===== src/tbh_pkg.sv =====
package tbh_pkg;

	localparam int SPEED_W = 16;
	localparam int TARGET_W = 15;
	localparam int GAIN_W = 16;
	localparam int ERROR_W = 17;
	localparam int DRIVE_W = 31;
	localparam int PRODUCT_W = 34;
	localparam int MV_W = 14;
	localparam int PERCENT_W = 15;
	localparam int CFG_DATA_W = 16;

	// Full scale drive is 100 percent in units of 2^-24 percent.
	localparam logic [DRIVE_W-1:0] DRIVE_FULL_SCALE = 31'd1677721600;
	localparam logic [GAIN_W-1:0] GAIN_RESET = 16'd1638;

	typedef enum logic [0:0] {
		REG_TARGET_SPEED = 1'b0,
		REG_INTEGRAL_GAIN = 1'b1
	} cfg_index_t;

	// Commands from the controller to the datapath.
	typedef struct packed {
		logic load_in;
		logic multiply;
		logic clamp;
		logic take_back;
		logic load_out;
	} dp_cmd_t;

endpackage


===== src/tbh_datapath.sv =====
module tbh_datapath
	import tbh_pkg::*;
(
	input  logic                   clk,
	input  logic                   arst_n,
	input  logic                   cfg_we,
	input  cfg_index_t             cfg_index,
	input  logic [CFG_DATA_W-1:0]  cfg_data,
	input  dp_cmd_t                cmd,
	input  logic [SPEED_W-1:0]     measured_speed,
	output logic [MV_W-1:0]        drive_millivolts,
	output logic [PERCENT_W-1:0]   drive_percent
);

	logic [TARGET_W-1:0]         target_speed_q;
	logic [GAIN_W-1:0]           integral_gain_q;
	logic [SPEED_W-1:0]          speed_q;
	logic signed [ERROR_W-1:0]   err_c;
	logic signed [ERROR_W-1:0]   err_s1;
	logic signed [PRODUCT_W-1:0] product_s1;
	logic signed [PRODUCT_W:0]   sum_c;
	logic [DRIVE_W-1:0]          clamped_c;
	logic [DRIVE_W-1:0]          next_s2;
	logic [DRIVE_W:0]            avg_sum_c;
	logic [DRIVE_W-1:0]          avg_c;
	logic                        crossed_c;
	logic [DRIVE_W-1:0]          drive_level_q;
	logic [DRIVE_W-1:0]          take_back_q;
	logic signed [ERROR_W-1:0]   prev_err_q;
	logic [DRIVE_W+6:0]          mv_full_c;
	logic [MV_W-1:0]             mv_q;
	logic [PERCENT_W-1:0]        percent_q;

	always_ff @(posedge clk or negedge arst_n) begin
		if (!arst_n) begin
			target_speed_q <= '0;
			integral_gain_q <= GAIN_RESET;
		end else if (cfg_we) begin
			unique case (cfg_index)
				REG_TARGET_SPEED:  target_speed_q <= cfg_data[TARGET_W-1:0];
				REG_INTEGRAL_GAIN: integral_gain_q <= cfg_data[GAIN_W-1:0];
				default: ;
			endcase
		end
	end

	// The error always fits 17 bits, even for a target beyond full scale.
	assign err_c = $signed({2'b00, target_speed_q}) - $signed({speed_q[SPEED_W-1], speed_q});

	assign sum_c = $signed({{(PRODUCT_W + 1 - DRIVE_W){1'b0}}, drive_level_q})
		+ $signed({product_s1[PRODUCT_W-1], product_s1});

	always_comb begin
		if (sum_c < 0) begin
			clamped_c = '0;
		end else if (sum_c > $signed({{(PRODUCT_W + 1 - DRIVE_W){1'b0}}, DRIVE_FULL_SCALE})) begin
			clamped_c = DRIVE_FULL_SCALE;
		end else begin
			clamped_c = sum_c[DRIVE_W-1:0];
		end
	end

	assign crossed_c = (err_s1 > 0 && prev_err_q < 0) || (err_s1 < 0 && prev_err_q > 0);
	assign avg_sum_c = {1'b0, next_s2} + {1'b0, take_back_q};
	assign avg_c = avg_sum_c[DRIVE_W:1];

	// Times 120 as 128 minus 8.
	assign mv_full_c = {drive_level_q, 7'b0} - {4'b0, drive_level_q, 3'b0};

	always_ff @(posedge clk) begin
		if (cmd.load_in) begin
			speed_q <= measured_speed;
		end
		if (cmd.multiply) begin
			err_s1 <= err_c;
			product_s1 <= $signed({1'b0, integral_gain_q}) * err_c;
		end
		if (cmd.clamp) begin
			next_s2 <= clamped_c;
		end
		if (cmd.load_out) begin
			mv_q <= mv_full_c[DRIVE_W+6:24];
			percent_q <= drive_level_q[DRIVE_W-1:16];
		end
	end

	always_ff @(posedge clk or negedge arst_n) begin
		if (!arst_n) begin
			drive_level_q <= '0;
			take_back_q <= '0;
			prev_err_q <= '0;
		end else if (cmd.take_back) begin
			drive_level_q <= crossed_c ? avg_c : next_s2;
			if (crossed_c) begin
				take_back_q <= avg_c;
			end
			prev_err_q <= err_s1;
		end
	end

	assign drive_millivolts = mv_q;
	assign drive_percent = percent_q;

	a_drive_in_range: assert property (@(posedge clk) disable iff (!arst_n)
		drive_level_q <= DRIVE_FULL_SCALE)
		else $error("drive level beyond full scale");

	a_take_back_in_range: assert property (@(posedge clk) disable iff (!arst_n)
		take_back_q <= DRIVE_FULL_SCALE)
		else $error("take-back value beyond full scale");

endmodule


===== src/tbh_ctrl.sv =====
module tbh_ctrl
	import tbh_pkg::*;
(
	input  logic    clk,
	input  logic    arst_n,
	input  logic    in_valid,
	output logic    in_ready,
	output logic    out_valid,
	input  logic    out_ready,
	output dp_cmd_t cmd
);

	typedef enum logic [2:0] {
		S_IDLE,
		S_MUL,
		S_CLAMP,
		S_AVG,
		S_OUT
	} state_t;

	state_t state_q;
	logic   out_valid_q;
	logic   out_free;

	assign in_ready = (state_q == S_IDLE);
	assign out_free = !out_valid_q || out_ready;

	assign cmd.load_in = in_valid && in_ready;
	assign cmd.multiply = (state_q == S_MUL);
	assign cmd.clamp = (state_q == S_CLAMP);
	assign cmd.take_back = (state_q == S_AVG);
	assign cmd.load_out = (state_q == S_OUT) && out_free;

	always_ff @(posedge clk or negedge arst_n) begin
		if (!arst_n) begin
			state_q <= S_IDLE;
			out_valid_q <= 1'b0;
		end else begin
			// A new result may be loaded in the same cycle the old one is taken.
			if (cmd.load_out) begin
				out_valid_q <= 1'b1;
			end else if (out_valid_q && out_ready) begin
				out_valid_q <= 1'b0;
			end
			unique case (state_q)
				S_IDLE: begin
					if (in_valid) begin
						state_q <= S_MUL;
					end
				end
				S_MUL:   state_q <= S_CLAMP;
				S_CLAMP: state_q <= S_AVG;
				S_AVG:   state_q <= S_OUT;
				S_OUT: begin
					// Wait here while the previous result has not been taken.
					if (out_free) begin
						state_q <= S_IDLE;
					end
				end
				default: state_q <= S_IDLE;
			endcase
		end
	end

	assign out_valid = out_valid_q;

	a_accept_reaches_out: assert property (@(posedge clk) disable iff (!arst_n)
		(in_valid && in_ready) |-> ##4 (state_q == S_OUT))
		else $error("accepted sample did not reach the output step");

	a_cmd_onehot: assert property (@(posedge clk) disable iff (!arst_n)
		$onehot0({cmd.load_in, cmd.multiply, cmd.clamp, cmd.take_back, cmd.load_out}))
		else $error("more than one datapath command at once");

	a_result_from_out: assert property (@(posedge clk) disable iff (!arst_n)
		$rose(out_valid) |-> $past(state_q == S_OUT))
		else $error("result raised outside the output step");

endmodule


===== src/take_back_half_speed_controller.sv =====
// Take-back-half speed controller. Each transfer on the input channel is one
// measured speed sample (1/256 percent, signed); the block forms the error
// against target_speed, integrates integral_gain times the error into the
// drive level, clamps it to 0..100 percent and, when the error changes sign,
// averages the drive with the held take-back value. Each sample yields one
// result: drive in millivolts and in 1/256 percent. A sample is accepted in
// the idle state, runs through the multiply, clamp and take-back steps of
// the controller, and its result is loaded into the output register in the
// output step once that register is free. The next sample is accepted
// only after the controller returns to idle. A result waiting in the output
// register does not block the next sample's acceptance. Configuration writes
// are always accepted (index 0 is target_speed, index 1 is integral_gain)
// and must only be made while no sample is in flight.
module take_back_half_speed_controller
	import tbh_pkg::*;
(
	input  logic                  clk,
	input  logic                  arst_n,
	input  logic                  cfg_valid,
	output logic                  cfg_ready,
	input  logic                  cfg_index,
	input  logic [CFG_DATA_W-1:0] cfg_data,
	input  logic                  in_valid,
	output logic                  in_ready,
	input  logic [SPEED_W-1:0]    measured_speed,
	output logic                  out_valid,
	input  logic                  out_ready,
	output logic [MV_W-1:0]       drive_millivolts,
	output logic [PERCENT_W-1:0]  drive_percent
);

	dp_cmd_t cmd;

	assign cfg_ready = 1'b1;

	tbh_ctrl u_ctrl (
		.clk       (clk),
		.arst_n    (arst_n),
		.in_valid  (in_valid),
		.in_ready  (in_ready),
		.out_valid (out_valid),
		.out_ready (out_ready),
		.cmd       (cmd)
	);

	tbh_datapath u_datapath (
		.clk              (clk),
		.arst_n           (arst_n),
		.cfg_we           (cfg_valid && cfg_ready),
		.cfg_index        (cfg_index_t'(cfg_index)),
		.cfg_data         (cfg_data),
		.cmd              (cmd),
		.measured_speed   (measured_speed),
		.drive_millivolts (drive_millivolts),
		.drive_percent    (drive_percent)
	);

endmodule


===== config.mk =====
export PLATFORM = sky130hd
export DESIGN_NAME = take_back_half_speed_controller
export DESIGN_NICKNAME = d
export VERILOG_FILES = /design/src/tbh_pkg.sv /design/src/tbh_datapath.sv /design/src/tbh_ctrl.sv /design/src/take_back_half_speed_controller.sv
export SDC_FILE = /design/constraint.sdc
export NUM_CORES = 1
export LEC_CHECK = 0
export BUFFER_PORTS_ARGS = -buffer_cell sky130_fd_sc_hd__buf_2
export CORE_MARGIN = 10
export CORE_UTILIZATION = 60
export DETAILED_ROUTE_END_ITERATION = 8
export PLACE_DENSITY = 0.88
export SLEW_MARGIN = 20
export SYNTH_ARGS = -nofsm -noshare
export SYNTH_HDL_FRONTEND = slang
export SYNTH_SLANG_ARGS = --single-unit

===== constraint.sdc =====
create_clock -name clk -period 8.6 [get_ports clk]
set_input_delay 1.72 -clock clk [delete_from_list [all_inputs] [get_ports clk]]
set_output_delay 1.72 -clock clk [all_outputs]
set_load 0.005 [all_outputs]

==> metrics.txt <==
result of the run complete, no violations; Crit. End Element flip-flop; cell area after technology mapping 23,350 µm²; area added between synthesis and finish 8.492%; Worst path max stage delay 0.50 ns; final setup violating endpoints 0; effective utilization at floorplan between 60% and 70%; CTS tree built; clock latency on the worst-skew pair ~0.59 ns; number of cell instances on the worst register-to-register path 33; TritonCTS sink count 241; dominant combinational cell family by area after synthesis adder cells; post-DR wirelength/cell 18.08 µm; layout filler cell count 2,967; Post-Syn Nets 2,927; final worst hold slack 0.4556 ns; drt initial violations 1,276; area of the die between 40,000 and 50,000 µm²; type of the worst setup path reg -> reg; CTS max path bufs 3; final weighted congestion in routability-driven placement approximately 0.94; Tightest Hold Check Type reg -> reg; number of failing hold endpoints at the final stage 0; Data arrival, critical path 8.51 ns; count of maximum capacitance violations 0; post-route clock skew 0.02817 ns; number of enable flip-flop cells after synthesis 127; port bufs slightly below 70; cell area after placement 24,260 µm²; highest-delay cell along the critical path sky130_fd_sc_hd__fa_1; endpoint with the worst hold slack u_datapath.prev_err_q[14]; actual slew at the worst max-slew pin ~1.0 ns; cell at the root of the clock tree sky130_fd_sc_hd__clkbuf_16; clock slew at reported path FFs 0.06 ns; average vias per placed instance about 5.8; aggregate global routing overflow 0; share of final-layout standard cells stronger than drive strength 1 approximately a tenth; TritonCTS Buffers 28; part of the cycle the worst path needs 95.10%; number of remaining DRC errors 0; first-pass GRT wire length approximately 92,000 µm; HPWL Detailed 42,620 µm; area fraction in compound gates after synthesis 11.57%; Setup crit start kind flip-flop; Most used DFF post-synth sky130_fd_sc_hd__edfxtp_1; top achievable clock speed 0.1223 GHz; nets between 2,000 and 3,000; crit-path most repeated cell sky130_fd_sc_hd__fa_1; area of the core region 38,560 µm²; largest area contributor in the netlist sky130_fd_sc_hd__fa_1; warning count from the yosys run 0; end-of-flow core utilization 65.71%; x dimension of the die 217.3 µm; CP Max Fanout 17; vertical die dimension 217.3 µm; part of the Yosys area used for sequential elements 28.58%; xor and xnor area share after synthesis roughly 3.3%; worst reg-to-reg setup slack 0.42 ns; R2R Path Start u_datapath.target_speed_q[0]; syn avg cell area 9.548 µm²; fin crit period 8.178 ns; Max transition margin about a third; top-level port count 70; number of global-route vias before repair 18,964; post-synthesis cell count 2,446; hold_sp u_datapath.err_s1[14]; row cnt 72; number of antenna violations at the first check in global routing 0; H-tree depth reported by CTS 1; Post-CTS Hold Fix Bufs 0; synth unique cells 87; capture point of the worst reg-to-reg path u_datapath.product_s1[25]; detailed-router iteration count before antenna repair 6; antenna violation net count after detailed routing 0; Area contributors post-synth sky130_fd_sc_hd__fa_1 (18%), sky130_fd_sc_hd__edfxtp_1 (16%), sky130_fd_sc_hd__ha_1 (12%), sky130_fd_sc_hd__dfrtp_1 (12%), sky130_fd_sc_hd__nand2_1 (5.9%); # diodes 0; data required time of the critical path 8.94 ns; max-slew violation count 0; number of vias after detailed routing 17,654; fraction of the mapped netlist area in simple logic gates 16.62%; proportion of netlist area held by the largest area contributor between 10% and 20%; hold path depth 2; fraction of synthesized area in multiplexers 2.400%; WL final 54,870 µm; post-synthesis adder-cell area fraction just over 30%; share of flip-flops with an asynchronous set or reset 47.30%; aggregate global-route resource usage a little under a quarter; synthesized flop and latch total 241; Non-Filler Cell Area, Final ~25,000 µm²; maximum number of pins on one net before global-route repair 65
cell type report:
| class | instances | area [µm²] | area share [%] |
|---|---|---|---|
| multi-input combinational | 1778 | 15140 | 59.76 |
| sequential | 241 | 6674 | 26.34 |
| tap | 518 | 648.1 | 2.558 |
| inverter | 349 | 1310 | 5.170 |
| timing repair buffer | 97 | 560.5 | 2.212 |
| clock inverter | 16 | 261.5 | 1.032 |
| clock buffer | 36 | 740.7 | 2.923 |
layer usage:
metal | vias to the layer above | wire length [µm] | track usage, %
met4 | 0 | 1900 | 8.483
met3 | 141 | 3178 | 3.620
met1 | 8619 | 22070 | 27.93
li1 | 8261 | - | -
met2 | 633 | 27720 | 42.35
met5 | - | 0 | 0
registers in the layout, summed over array words and instances (netlist names):
signal,flops
u_ctrl.out_valid,1
u_ctrl.state_q,3
u_datapath.drive_level_q,31
u_datapath.drive_millivolts,14
u_datapath.drive_percent,15
u_datapath.err_s1,17
u_datapath.integral_gain_q,16
u_datapath.next_s2,31
u_datapath.prev_err_q,17
u_datapath.product_s1,34
u_datapath.speed_q,16
u_datapath.take_back_q,31
u_datapath.target_speed_q,15
synthesized netlist by cell type, drive strengths merged, types with 5 or more instances:
cell type,instances
nand2,370
inv,349
ha,231
fa,212
edfxtp,127
dfrtp,108
nor2,102
a21oi,101
o21ai,98
and2,88
clkbuf,68
xnor2,53
a21o,47
nand3,46
nor2b,46
xor2,35
mux2,32
nor3,26
mux2i,20
nand2b,19
and3,17
a211oi,16
o31ai,15
a31oi,14
o21a,14
or2,14
nand4,12
a21boi,11
nor3b,11
nor4,11
o211ai,11
buf,10
o21bai,10
a31o,8
or3,8
a2111oi,6
a221oi,6
dfstp,6
nor4b,6
o2111ai,6
and4,5
how the worst max path moves through the flow:
stage / end / slack [ns] / depth (start not counted) / startpoint
3_5_place_dp: u_datapath.product_s1[32] / 0.08 / 30 / u_datapath.speed_q[1]
3_3_place_gp: u_datapath.product_s1[32] / 0.33 / 30 / u_datapath.speed_q[1]
4_1_cts: u_datapath.product_s1[32] / 0.04 / 30 / u_datapath.speed_q[1]
6_report: u_datapath.product_s1[25] / 0.42 / 33 / u_datapath.target_speed_q[0]
5_1_grt: u_datapath.product_s1[25] / -0.02 / 32 / u_datapath.speed_q[1]
2_1_floorplan: u_datapath.product_s1[25] / 0.77 / 34 / u_datapath.speed_q[0]
logic make-up (layout without fill, tap and decap cells):
kind of cell               after synthesis  after routing
other                                    1              1
buffers and inverters                  427            498
xor gates and xnor gates                88             88
AOI/OAI and AO/OA                      397            397
muxes                                   52             52
adders and majority gates              443            443
DFF                                    241            241
and+or+nand+nor                        797            797
repair_timing:
action	4_1_cts	5_1_grt
gates resized for setup	0	19
setup endpoints to repair	0	10
setup buffers	0	1
through the flow:
step	instances	setup TNS (ns)	setup slack [ns]
2_1_floorplan	2446	0	0.7692
3_3_place_gp	2982	0	0.3286
3_5_place_dp	2982	0	0.07982
4_1_cts	3034	0	0.04453
5_1_grt	3035	-0.01567	-0.01567
6_report	3035	0	0.4218
cells in the final DEF, fill, tap and decap left out, types with 32 or more instances in the layout:
master                     Yosys  layout
sky130_fd_sc_hd__xnor2_1      53      52
sky130_fd_sc_hd__nand3_1      46      45
sky130_fd_sc_hd__mux2_2       32      32
sky130_fd_sc_hd__xor2_1       35      35
sky130_fd_sc_hd__o21ai_0      94      90
sky130_fd_sc_hd__a21o_1       47      47
sky130_fd_sc_hd__nand2_1     370     370
sky130_fd_sc_hd__a21oi_1      99      97
sky130_fd_sc_hd__ha_1        231     231
sky130_fd_sc_hd__nor2b_1      46      46
sky130_fd_sc_hd__inv_1       349     349
sky130_fd_sc_hd__nor2_1       87      84
sky130_fd_sc_hd__and2_1       88      88
sky130_fd_sc_hd__fa_1        212     212
sky130_fd_sc_hd__edfxtp_1    127     127
sky130_fd_sc_hd__dfrtp_1     108     108
sky130_fd_sc_hd__buf_2         4      67
critical path, delay by kind of cell, from the launching register on:
| kind | cells | cell delay (ns) |
|---|---|---|
| compound gates | 15 | 2.98 |
| xor+xnor | 1 | 0.14 |
| fa+ha+maj | 9 | 3.62 |
| buf+inv | 4 | 0.21 |
| flops | 1 | 0.38 |
| simple gates | 4 | 0.63 |
Power is left out: the tool's default activity adds up to more than one toggle a clock period on the data nets, which glitch-free logic cannot reach.
